===== src/rtl/core/hrb_pkg.sv =====
// shared types and constants for the holding register bank
`default_nettype none

package hrb_pkg;

    localparam int unsigned QUEUE_DEPTH = 2;

    typedef enum logic [2:0] {
        OP_READ   = 3'd0,
        OP_WRITE  = 3'd1,
        OP_SCAN   = 3'd2,
        OP_LWRITE = 3'd3,
        OP_LREAD  = 3'd4
    } t_op;

    typedef enum logic [2:0] {
        K_HEADER = 3'd0,
        K_DATA   = 3'd1,
        K_ECHO   = 3'd2,
        K_ERROR  = 3'd3,
        K_CHANGE = 3'd4,
        K_LOCAL  = 3'd5
    } t_kind;

    typedef struct packed {
        t_op         op;
        logic [15:0] start_address;
        logic [15:0] word_count;
        logic [15:0] data_word;
        logic [15:0] local_index;
        logic        last_word;
        logic        range_ok;
        logic        local_ok;
    } t_cmd;

    typedef struct packed {
        t_kind       kind;
        logic [6:0]  byte_count;
        logic [5:0]  register_number;
        logic [15:0] value_out;
        logic [15:0] echo_start;
        logic [15:0] echo_count;
        logic        last_result;
    } t_res;

endpackage

`default_nettype wire


===== src/rtl/core/hrb_front.sv =====
// front end: takes requests, drops unknown operations and runs the range checks
`default_nettype none

module hrb_front
    import hrb_pkg::*;
#(
    parameter int unsigned REGISTER_COUNT = 32
) (
    input  wire logic        i_push,
    input  wire logic        i_full,
    input  wire logic [2:0]  i_operation,
    input  wire logic [15:0] i_start_address,
    input  wire logic [15:0] i_word_count,
    input  wire logic [15:0] i_data_word,
    input  wire logic [15:0] i_local_index,
    input  wire logic        i_last_word,
    output t_cmd             o_cmd,
    output logic             o_push
);

    logic        known;
    logic [16:0] range_end;

    always_comb begin
        case (t_op'(i_operation))
            OP_READ, OP_WRITE, OP_SCAN, OP_LWRITE, OP_LREAD: known = 1'b1;
            default: known = 1'b0;
        endcase
    end

    assign range_end = {1'b0, i_start_address} + {1'b0, i_word_count};

    always_comb begin
        o_cmd.op            = t_op'(i_operation);
        o_cmd.start_address = i_start_address;
        o_cmd.word_count    = i_word_count;
        o_cmd.data_word     = i_data_word;
        o_cmd.local_index   = i_local_index;
        o_cmd.last_word     = i_last_word;
        o_cmd.range_ok      = (i_word_count != 16'd0) && (range_end <= 17'(REGISTER_COUNT));
        o_cmd.local_ok      = (i_local_index != 16'd0)
                              && (i_local_index <= 16'(REGISTER_COUNT));
    end

    assign o_push = i_push && !i_full && known;

endmodule

`default_nettype wire


===== src/rtl/core/hrb_queue.sv =====
// short command queue between front end and back end
`default_nettype none

module hrb_queue
    import hrb_pkg::*;
(
    input  wire logic i_clk,
    input  wire logic i_rst_n,
    input  wire logic i_push,
    input  t_cmd      i_cmd,
    output logic      o_full,
    input  wire logic i_pop,
    output t_cmd      o_cmd,
    output logic      o_valid
);

    localparam int unsigned PW = (QUEUE_DEPTH > 1) ? $clog2(QUEUE_DEPTH) : 1;
    localparam int unsigned CW = $clog2(QUEUE_DEPTH + 1);

    t_cmd          r_mem [QUEUE_DEPTH];
    logic [PW-1:0] r_wr;
    logic [PW-1:0] r_rd;
    logic [CW-1:0] r_cnt;
    logic [PW-1:0] n_wr;
    logic [PW-1:0] n_rd;
    logic [CW-1:0] n_cnt;

    assign o_full  = (r_cnt == CW'(QUEUE_DEPTH));
    assign o_valid = (r_cnt != '0);
    assign o_cmd   = r_mem[r_rd];

    always_comb begin
        n_wr  = r_wr;
        n_rd  = r_rd;
        n_cnt = r_cnt;
        if (i_push) begin
            n_wr = (r_wr == PW'(QUEUE_DEPTH - 1)) ? '0 : r_wr + PW'(1);
        end
        if (i_pop) begin
            n_rd = (r_rd == PW'(QUEUE_DEPTH - 1)) ? '0 : r_rd + PW'(1);
        end
        if (i_push && !i_pop) begin
            n_cnt = r_cnt + CW'(1);
        end else if (i_pop && !i_push) begin
            n_cnt = r_cnt - CW'(1);
        end
    end

    always_ff @(posedge i_clk) begin
        if (!i_rst_n) begin
            r_wr  <= '0;
            r_rd  <= '0;
            r_cnt <= '0;
        end else begin
            r_wr  <= n_wr;
            r_rd  <= n_rd;
            r_cnt <= n_cnt;
        end
    end

    always_ff @(posedge i_clk) begin
        if (i_push) begin
            r_mem[r_wr] <= i_cmd;
        end
    end

    assert property (@(posedge i_clk) disable iff (!i_rst_n) r_cnt <= CW'(QUEUE_DEPTH))
        else $error("queue count beyond depth");
    assert property (@(posedge i_clk) disable iff (!i_rst_n) i_push |-> !o_full)
        else $error("push into full queue");
    assert property (@(posedge i_clk) disable iff (!i_rst_n) i_pop |-> o_valid)
        else $error("pop from empty queue");

endmodule

`default_nettype wire


===== src/rtl/core/hrb_back.sv =====
// back end: register bank, shadow copy, read and scan sequencing, result register
`default_nettype none

module hrb_back
    import hrb_pkg::*;
#(
    parameter int unsigned REGISTER_COUNT = 32
) (
    input  wire logic i_clk,
    input  wire logic i_rst_n,
    input  t_cmd      i_cmd,
    input  wire logic i_cmd_valid,
    output logic      o_cmd_pop,
    output t_res      o_res,
    output logic      o_res_valid,
    input  wire logic i_res_pop
);

    localparam int unsigned AW = (REGISTER_COUNT > 1) ? $clog2(REGISTER_COUNT) : 1;
    localparam int unsigned PW = $clog2(REGISTER_COUNT + 1);

    typedef enum logic [2:0] {
        S_IDLE = 3'b001,
        S_READ = 3'b010,
        S_SCAN = 3'b100
    } t_state;

    t_state              r_state;
    t_state              n_state;
    logic [15:0]         r_reg    [REGISTER_COUNT];
    logic [15:0]         r_shadow [REGISTER_COUNT];
    logic [PW-1:0]       r_wpos;
    logic [PW-1:0]       n_wpos;
    logic [AW-1:0]       r_raddr;
    logic [AW-1:0]       n_raddr;
    logic [PW-1:0]       r_rem;
    logic [PW-1:0]       n_rem;
    logic [AW-1:0]       r_sidx;
    logic [AW-1:0]       n_sidx;
    t_res                r_out;
    logic                r_out_valid;

    logic [REGISTER_COUNT-1:0] diff;
    logic [REGISTER_COUNT-1:0] above;
    logic                      slot_free;
    logic                      out_load;
    t_res                      res;
    logic                      reg_we;
    logic [AW-1:0]             reg_waddr;
    logic                      sh_we;
    logic [AW-1:0]             laddr;

    assign slot_free = !r_out_valid || i_res_pop;
    assign laddr     = AW'(i_cmd.local_index - 16'd1);

    always_comb begin
        for (int j = 0; j < REGISTER_COUNT; j++) begin
            diff[j]  = (r_reg[j] != r_shadow[j]);
            above[j] = (j > int'(r_sidx));
        end
    end

    always_comb begin
        n_state   = r_state;
        n_wpos    = r_wpos;
        n_raddr   = r_raddr;
        n_rem     = r_rem;
        n_sidx    = r_sidx;
        o_cmd_pop = 1'b0;
        out_load  = 1'b0;
        res       = '0;
        reg_we    = 1'b0;
        reg_waddr = '0;
        sh_we     = 1'b0;
        case (r_state)
            S_IDLE: begin
                if (i_cmd_valid && slot_free) begin
                    o_cmd_pop = 1'b1;
                    case (i_cmd.op)
                        OP_READ: begin
                            out_load = 1'b1;
                            if (!i_cmd.range_ok) begin
                                res.kind        = K_ERROR;
                                res.last_result = 1'b1;
                            end else begin
                                res.kind       = K_HEADER;
                                res.byte_count = {i_cmd.word_count[5:0], 1'b0};
                                n_raddr        = i_cmd.start_address[AW-1:0];
                                n_rem          = i_cmd.word_count[PW-1:0];
                                n_state        = S_READ;
                            end
                        end
                        OP_WRITE: begin
                            if (i_cmd.range_ok && (16'(r_wpos) < i_cmd.word_count)) begin
                                reg_we    = 1'b1;
                                reg_waddr = i_cmd.start_address[AW-1:0] + AW'(r_wpos);
                                n_wpos    = r_wpos + PW'(1);
                            end
                            if (i_cmd.last_word) begin
                                n_wpos          = '0;
                                out_load        = 1'b1;
                                res.last_result = 1'b1;
                                if (i_cmd.range_ok) begin
                                    res.kind       = K_ECHO;
                                    res.echo_start = i_cmd.start_address;
                                    res.echo_count = i_cmd.word_count;
                                end else begin
                                    res.kind = K_ERROR;
                                end
                            end
                        end
                        OP_SCAN: begin
                            n_sidx  = '0;
                            n_state = S_SCAN;
                        end
                        OP_LWRITE: begin
                            if (i_cmd.local_ok) begin
                                reg_we    = 1'b1;
                                reg_waddr = laddr;
                            end
                        end
                        OP_LREAD: begin
                            out_load        = 1'b1;
                            res.kind        = K_LOCAL;
                            res.value_out   = i_cmd.local_ok ? r_reg[laddr] : 16'd0;
                            res.last_result = 1'b1;
                        end
                        default: begin
                        end
                    endcase
                end
            end
            S_READ: begin
                if (slot_free) begin
                    out_load        = 1'b1;
                    res.kind        = K_DATA;
                    res.value_out   = r_reg[r_raddr];
                    res.last_result = (r_rem == PW'(1));
                    n_raddr         = r_raddr + AW'(1);
                    n_rem           = r_rem - PW'(1);
                    if (r_rem == PW'(1)) begin
                        n_state = S_IDLE;
                    end
                end
            end
            S_SCAN: begin
                if (!diff[r_sidx] || slot_free) begin
                    sh_we = 1'b1;
                    if (diff[r_sidx]) begin
                        out_load            = 1'b1;
                        res.kind            = K_CHANGE;
                        res.register_number = 6'(r_sidx) + 6'd1;
                        res.value_out       = r_reg[r_sidx];
                        res.last_result     = ((diff & above) == '0);
                    end
                    n_sidx = r_sidx + AW'(1);
                    if (r_sidx == AW'(REGISTER_COUNT - 1)) begin
                        n_state = S_IDLE;
                    end
                end
            end
            default: begin
                n_state = S_IDLE;
            end
        endcase
    end

    always_ff @(posedge i_clk) begin
        if (!i_rst_n) begin
            r_state     <= S_IDLE;
            r_wpos      <= '0;
            r_raddr     <= '0;
            r_rem       <= '0;
            r_sidx      <= '0;
            r_out_valid <= 1'b0;
        end else begin
            r_state <= n_state;
            r_wpos  <= n_wpos;
            r_raddr <= n_raddr;
            r_rem   <= n_rem;
            r_sidx  <= n_sidx;
            if (out_load) begin
                r_out_valid <= 1'b1;
            end else if (i_res_pop) begin
                r_out_valid <= 1'b0;
            end
        end
    end

    always_ff @(posedge i_clk) begin
        if (out_load) begin
            r_out <= res;
        end
    end

    always_ff @(posedge i_clk) begin
        if (!i_rst_n) begin
            for (int j = 0; j < REGISTER_COUNT; j++) begin
                r_reg[j]    <= '0;
                r_shadow[j] <= '0;
            end
        end else begin
            if (reg_we) begin
                r_reg[reg_waddr] <= i_cmd.data_word;
            end
            if (sh_we) begin
                r_shadow[r_sidx] <= r_reg[r_sidx];
            end
        end
    end

    assign o_res       = r_out;
    assign o_res_valid = r_out_valid;

    assert property (@(posedge i_clk) disable iff (!i_rst_n)
        r_wpos <= PW'(REGISTER_COUNT))
        else $error("write position beyond bank");
    assert property (@(posedge i_clk) disable iff (!i_rst_n)
        (r_state == S_READ) |-> (r_rem != '0))
        else $error("read run with no words left");
    assert property (@(posedge i_clk) disable iff (!i_rst_n)
        o_cmd_pop |-> (r_state == S_IDLE))
        else $error("request taken while a run is active");
    assert property (@(posedge i_clk) disable iff (!i_rst_n)
        (out_load && r_out_valid) |-> i_res_pop)
        else $error("result overwritten before it was taken");

endmodule

`default_nettype wire


===== src/rtl/core/modbus_holding_register_bank.sv =====
// holding register bank top level: front end, request queue, back end
//
//  channel   direction  handshake             payload
//  request   in         push / full           i_operation .. i_last_word
//  result    out        empty / pop           o_result_kind .. o_last_result
//
// a request enters the queue in the cycle it is accepted and is registered there before it reaches the back end
// read: the header or error first, then one data result per word
// scan: a start step, then each of the REGISTER_COUNT registers in turn; a change notice
// waits for the result slot
// write word, local write and local read: each is handled in the idle state of the back end
// reset is synchronous and clears the bank, the shadow copy and all control state
// a result waiting in the result register holds back only the back end; the queue keeps filling
`default_nettype none

module modbus_holding_register_bank
    import hrb_pkg::*;
#(
    parameter int unsigned REGISTER_COUNT = 32
) (
    input  wire logic        i_clk,
    input  wire logic        i_rst_n,
    input  wire logic        push,
    output logic             full,
    input  wire logic [2:0]  i_operation,
    input  wire logic [15:0] i_start_address,
    input  wire logic [15:0] i_word_count,
    input  wire logic [15:0] i_data_word,
    input  wire logic [15:0] i_local_index,
    input  wire logic        i_last_word,
    output logic             empty,
    input  wire logic        pop,
    output logic [2:0]       o_result_kind,
    output logic [6:0]       o_byte_count,
    output logic [5:0]       o_register_number,
    output logic [15:0]      o_value_out,
    output logic [15:0]      o_echo_start,
    output logic [15:0]      o_echo_count,
    output logic             o_last_result
);

    t_cmd front_cmd;
    logic front_push;
    t_cmd head_cmd;
    logic head_valid;
    logic head_pop;
    t_res res;
    logic res_valid;

    hrb_front #(
        .REGISTER_COUNT(REGISTER_COUNT)
    ) u_front (
        .i_push         (push),
        .i_full         (full),
        .i_operation    (i_operation),
        .i_start_address(i_start_address),
        .i_word_count   (i_word_count),
        .i_data_word    (i_data_word),
        .i_local_index  (i_local_index),
        .i_last_word    (i_last_word),
        .o_cmd          (front_cmd),
        .o_push         (front_push)
    );

    hrb_queue u_queue (
        .i_clk  (i_clk),
        .i_rst_n(i_rst_n),
        .i_push (front_push),
        .i_cmd  (front_cmd),
        .o_full (full),
        .i_pop  (head_pop),
        .o_cmd  (head_cmd),
        .o_valid(head_valid)
    );

    hrb_back #(
        .REGISTER_COUNT(REGISTER_COUNT)
    ) u_back (
        .i_clk      (i_clk),
        .i_rst_n    (i_rst_n),
        .i_cmd      (head_cmd),
        .i_cmd_valid(head_valid),
        .o_cmd_pop  (head_pop),
        .o_res      (res),
        .o_res_valid(res_valid),
        .i_res_pop  (pop)
    );

    assign empty             = !res_valid;
    assign o_result_kind     = res.kind;
    assign o_byte_count      = res.byte_count;
    assign o_register_number = res.register_number;
    assign o_value_out       = res.value_out;
    assign o_echo_start      = res.echo_start;
    assign o_echo_count      = res.echo_count;
    assign o_last_result     = res.last_result;

endmodule

`default_nettype wire


===== config.mk =====
export PLATFORM = sky130hd
export DESIGN_NAME = modbus_holding_register_bank
export DESIGN_NICKNAME = d
export VERILOG_FILES = /design/src/rtl/core/hrb_pkg.sv /design/src/rtl/core/hrb_front.sv /design/src/rtl/core/hrb_queue.sv /design/src/rtl/core/hrb_back.sv /design/src/rtl/core/modbus_holding_register_bank.sv
export SDC_FILE = /design/constraint.sdc
export NUM_CORES = 2
export LEC_CHECK = 0
export BUFFER_PORTS_ARGS = -buffer_cell sky130_fd_sc_hd__buf_2
export CELL_PAD_IN_SITES_DETAIL_PLACEMENT = 0
export CELL_PAD_IN_SITES_GLOBAL_PLACEMENT = 1
export CORE_MARGIN = 4
export CORE_UTILIZATION = 48
export CTS_CLUSTER_SIZE = 12
export DETAILED_ROUTE_END_ITERATION = 8
export PLACE_DENSITY_LB_ADDON = 0.1
export SLEW_MARGIN = 20
export SYNTH_ARGS = -nofsm -noshare
export SYNTH_HDL_FRONTEND = slang
export SYNTH_SLANG_ARGS = --single-unit

===== constraint.sdc =====
create_clock -name i_clk -period 5.3 [get_ports i_clk]
set_input_delay 0.53 -clock i_clk [delete_from_list [all_inputs] [get_ports i_clk]]
set_output_delay 0.53 -clock i_clk [all_outputs]
set_load 0.05 [all_outputs]

==> results.tsv <==
metric	value	unit
result of the run	finished clean	
endpoint class of the critical path	register	
met3 Usage GRT	0.108	
final hold violation count	0	
synth cell count leaders	1206 x edfxtp_1, 1133 x nor2_1, 448 x mux4_2	
count of pins over their slew limit	0	
share of flip-flops with an asynchronous set or reset after synthesis	0	
yosys warns	0	
# clock sinks	1247	
number of I/O port buffers	137	
final worst-path cycle share	0.906	
first-pass GRT wire length	352000	um
terminus of the critical flop-to-flop path	u_back.o_res[44]$_DFFE_PP_	
number of design-rule violations left by the first detailed-router iteration	7306	
final weighted congestion in routability-driven placement	1.02	
post-cts repair resize count	0	
P&R area growth vs syn	13.5	%
Total Nets Final	5065	
post-CTS repair timing setup buffer count	0	
Post-synth EDFFs	1206	
placement-stage worst setup slack	0.554	ns
pwr/cell area	387	mW/mm^2
GRT overflow	0	
wire length reported by the detailed router	259000	um
Crit Path Category	register to register	
R2R setup slack	0.50	ns
Worst EP arrival	5.32	ns
Max Fanout on Critical Path	64	
main flop type after synthesis	edfxtp_1	
Netlist Area Pre-Place	0.0645	mm^2
Die Width	375	um
FF+latch count, synth	1247	
setup repair after global routing missed its margin	no	
number of placed instances with taps included	6524	
setup violation total in the final timing report	0	
TNS Setup	0	ns
Top-Level Pins	139	
fill cell total of the finished layout	11100	
vias after detailed routing	46100	
cell taking the most area after synthesis	edfxtp_1	
core footprint	0.133	mm^2
count of antenna-violating nets left after detailed routing	0	
worst relative slew slack	0.223	
clock latency of the later-clocked register in the worst-skew pair	0.81	ns
count of unique library cells instantiated by Yosys	82	
CTS tree	yes	
Static Leakage	0.0237	uW
most numerous cell in the Yosys netlist	edfxtp_1	
number of cells produced by synthesis	4756	
worst vdd ir	0.464	mV
number of clock buffers inserted by TritonCTS	139	
clk root buf	clkbuf_16	
type of the most critical hold path	input pin to register	
wire per inst	37.9	um
maximum buffer depth of the clock tree	3	
met2 track demand over resource	0.508	
number of search-and-repair iterations in the first detailed-routing pass	6	
die span in y	375	um
Reg2Reg Depth	11	
fin crit period	4.80	ns
crit start category	register	
count of non-filler cells in the finished layout	6831	
DR DRC count	0	
number of antenna violations at the first check in global routing	18	
Avg Inst Size Synth	13.6	um^2
Worst Max-Slew Pin Slew	1.16	ns
proportion of layout cells with a drive suffix above 1	0.213	
setup slack after layout	0.498	ns
maxcap violations	0	
Worst-path clk slew	0.06	ns
critical path required time	5.82	ns
die area	0.140	mm^2
Rows	134	
share of Yosys cell area claimed by the top area cell type	0.561	
H-tree depth reported by CTS	4	
busiest grt layer	met1	
share of synthesized area occupied by flip-flops and latches	0.574	
via count of the first global-routing pass	43300	
clock skew after layout	0.0376	ns
net count of the mapped netlist	4866	
met1 usage in global routing	0.516	
global-route total usage across every layer	0.364	
top achievable clock speed	0.208	GHz
hpwl dp	178000	um
routed vias/inst	6.75	
pin count of the biggest net entering global routing	76	
worst setup path endpoint	u_back.o_res[44]$_DFFE_PP_	
hold buffer count at CTS	57	
Initial Util	0.483	
top cells by area in the synthesized netlist	edfxtp_1 56%, mux4_2 16%, nor2_1 6.6%	
==> critical path, stage by stage, from the launching register on <==
cell and delay [ns]:
dfxtp_4 0.63, mux2_2 0.46, inv_8 0.30, ha_4 0.56, buf_12 0.44, mux4_2 0.43, and2_1 0.18, a211oi_1 0.72
a211oi_1 0.23, a21oi_1 0.21, o22a_1 0.14, o21ai_0 0.09
==> area by class of cell <==
cell class	count	area (um^2)	share of cell area
antenna	2	5.00	0.0000684
inverter	34	135	0.00185
timing repair buffer	404	3010	0.0411
sequential	1247	37100	0.506
clock inverter	55	547	0.00747
multi-input combinational	3129	26400	0.361
clock buffer	192	3820	0.0522
tap	1768	2210	0.0302
==> cell families (layout without fill, tap and decap cells) <==
kind of cell / Yosys count / after routing / synth area share
and+or+nand+nor: 1653 / 1653 / 0.112
DFF: 1247 / 1247 / 0.574
muxes: 584 / 584 / 0.178
xor gates and xnor gates: 537 / 537 / 0.0729
buffers and inverters: 380 / 685 / 0.0231
AOI/OAI and AO/OA: 313 / 313 / 0.0324
adders and majority gates: 41 / 41 / 0.00807
other: 1 / 3 / 0.0000581
==> routing by layer <==
| metal | routed length [um] | vias to the layer above |
|---|---|---|
| met5 | 99 | - |
| met4 | 16600 | 14 |
| met3 | 36000 | 679 |
| met2 | 108000 | 3637 |
| met1 | 98300 | 23600 |
| li1 | - | 18200 |
==> metrics by stage <==
stage	cell area, um^2	util	hold WS (ns)	power (uW)
3_3_place_gp	68200	0.511	0.468	18800
5_1_grt	73200	0.548	0.135	28900
2_1_floorplan	64500	-	0.445	15900
4_1_cts	73200	0.548	0.0917	28200
6_report	73200	0.549	0.137	28300
3_5_place_dp	68200	0.511	0.478	18800
==> cell usage in the layout (no fill, tap or decap), types with 8 or more instances in the layout <==
cell type,Yosys,final
edfxtp_1,1206,1206
nor2_1,1133,1131
mux4_2,448,448
xnor2_1,323,320
xor2_1,214,213
buf_4,4,197
clkbuf_16,0,143
buf_2,38,136
nand2_1,132,131
mux2i_1,129,113
nand4_1,99,99
a21oi_1,80,80
nor4_1,84,77
o21ai_0,77,57
dlygate4sd3_1,0,57
nand3_1,56,55
a211oi_1,51,51
clkbuf_1,260,43
and2_1,38,38
ha_1,36,35
inv_1,32,32
dfxtp_1,41,32
nor3_1,24,23
o21ai_1,1,21
nand3b_1,20,20
clkinv_1,1,20
o22a_1,17,17
mux2i_4,0,16
clkinv_2,0,14
buf_12,0,14
o31ai_2,1,11
a31oi_1,10,10
nand2b_1,8,8
or3_1,8,8
a21o_1,8,8
==> power breakdown <==
part	internal, uW	switching (uW)
clock	5370	4070
combinational	2270	4460
sequential	11400	696
==> worst min path at each step <==
stage,start,end,cells past startpoint
finish,i_local_index[14],u_queue.r_mem[0][0]$_DFFE_PP_,4
global route,i_local_index[14],u_queue.r_mem[0][0]$_DFFE_PP_,4
CTS,i_local_index[14],u_queue.r_mem[0][0]$_DFFE_PP_,4
detailed placement,u_back.r_rem[1]$_SDFFE_PN0P_,u_back.r_rem[1]$_SDFFE_PN0P_,2
global placement,u_back.r_rem[1]$_SDFFE_PN0P_,u_back.r_rem[1]$_SDFFE_PN0P_,2
floorplan,u_back.r_rem[1]$_SDFFE_PN0P_,u_back.r_rem[1]$_SDFFE_PN0P_,2
Note: power is estimated with default switching activity, not from simulation.
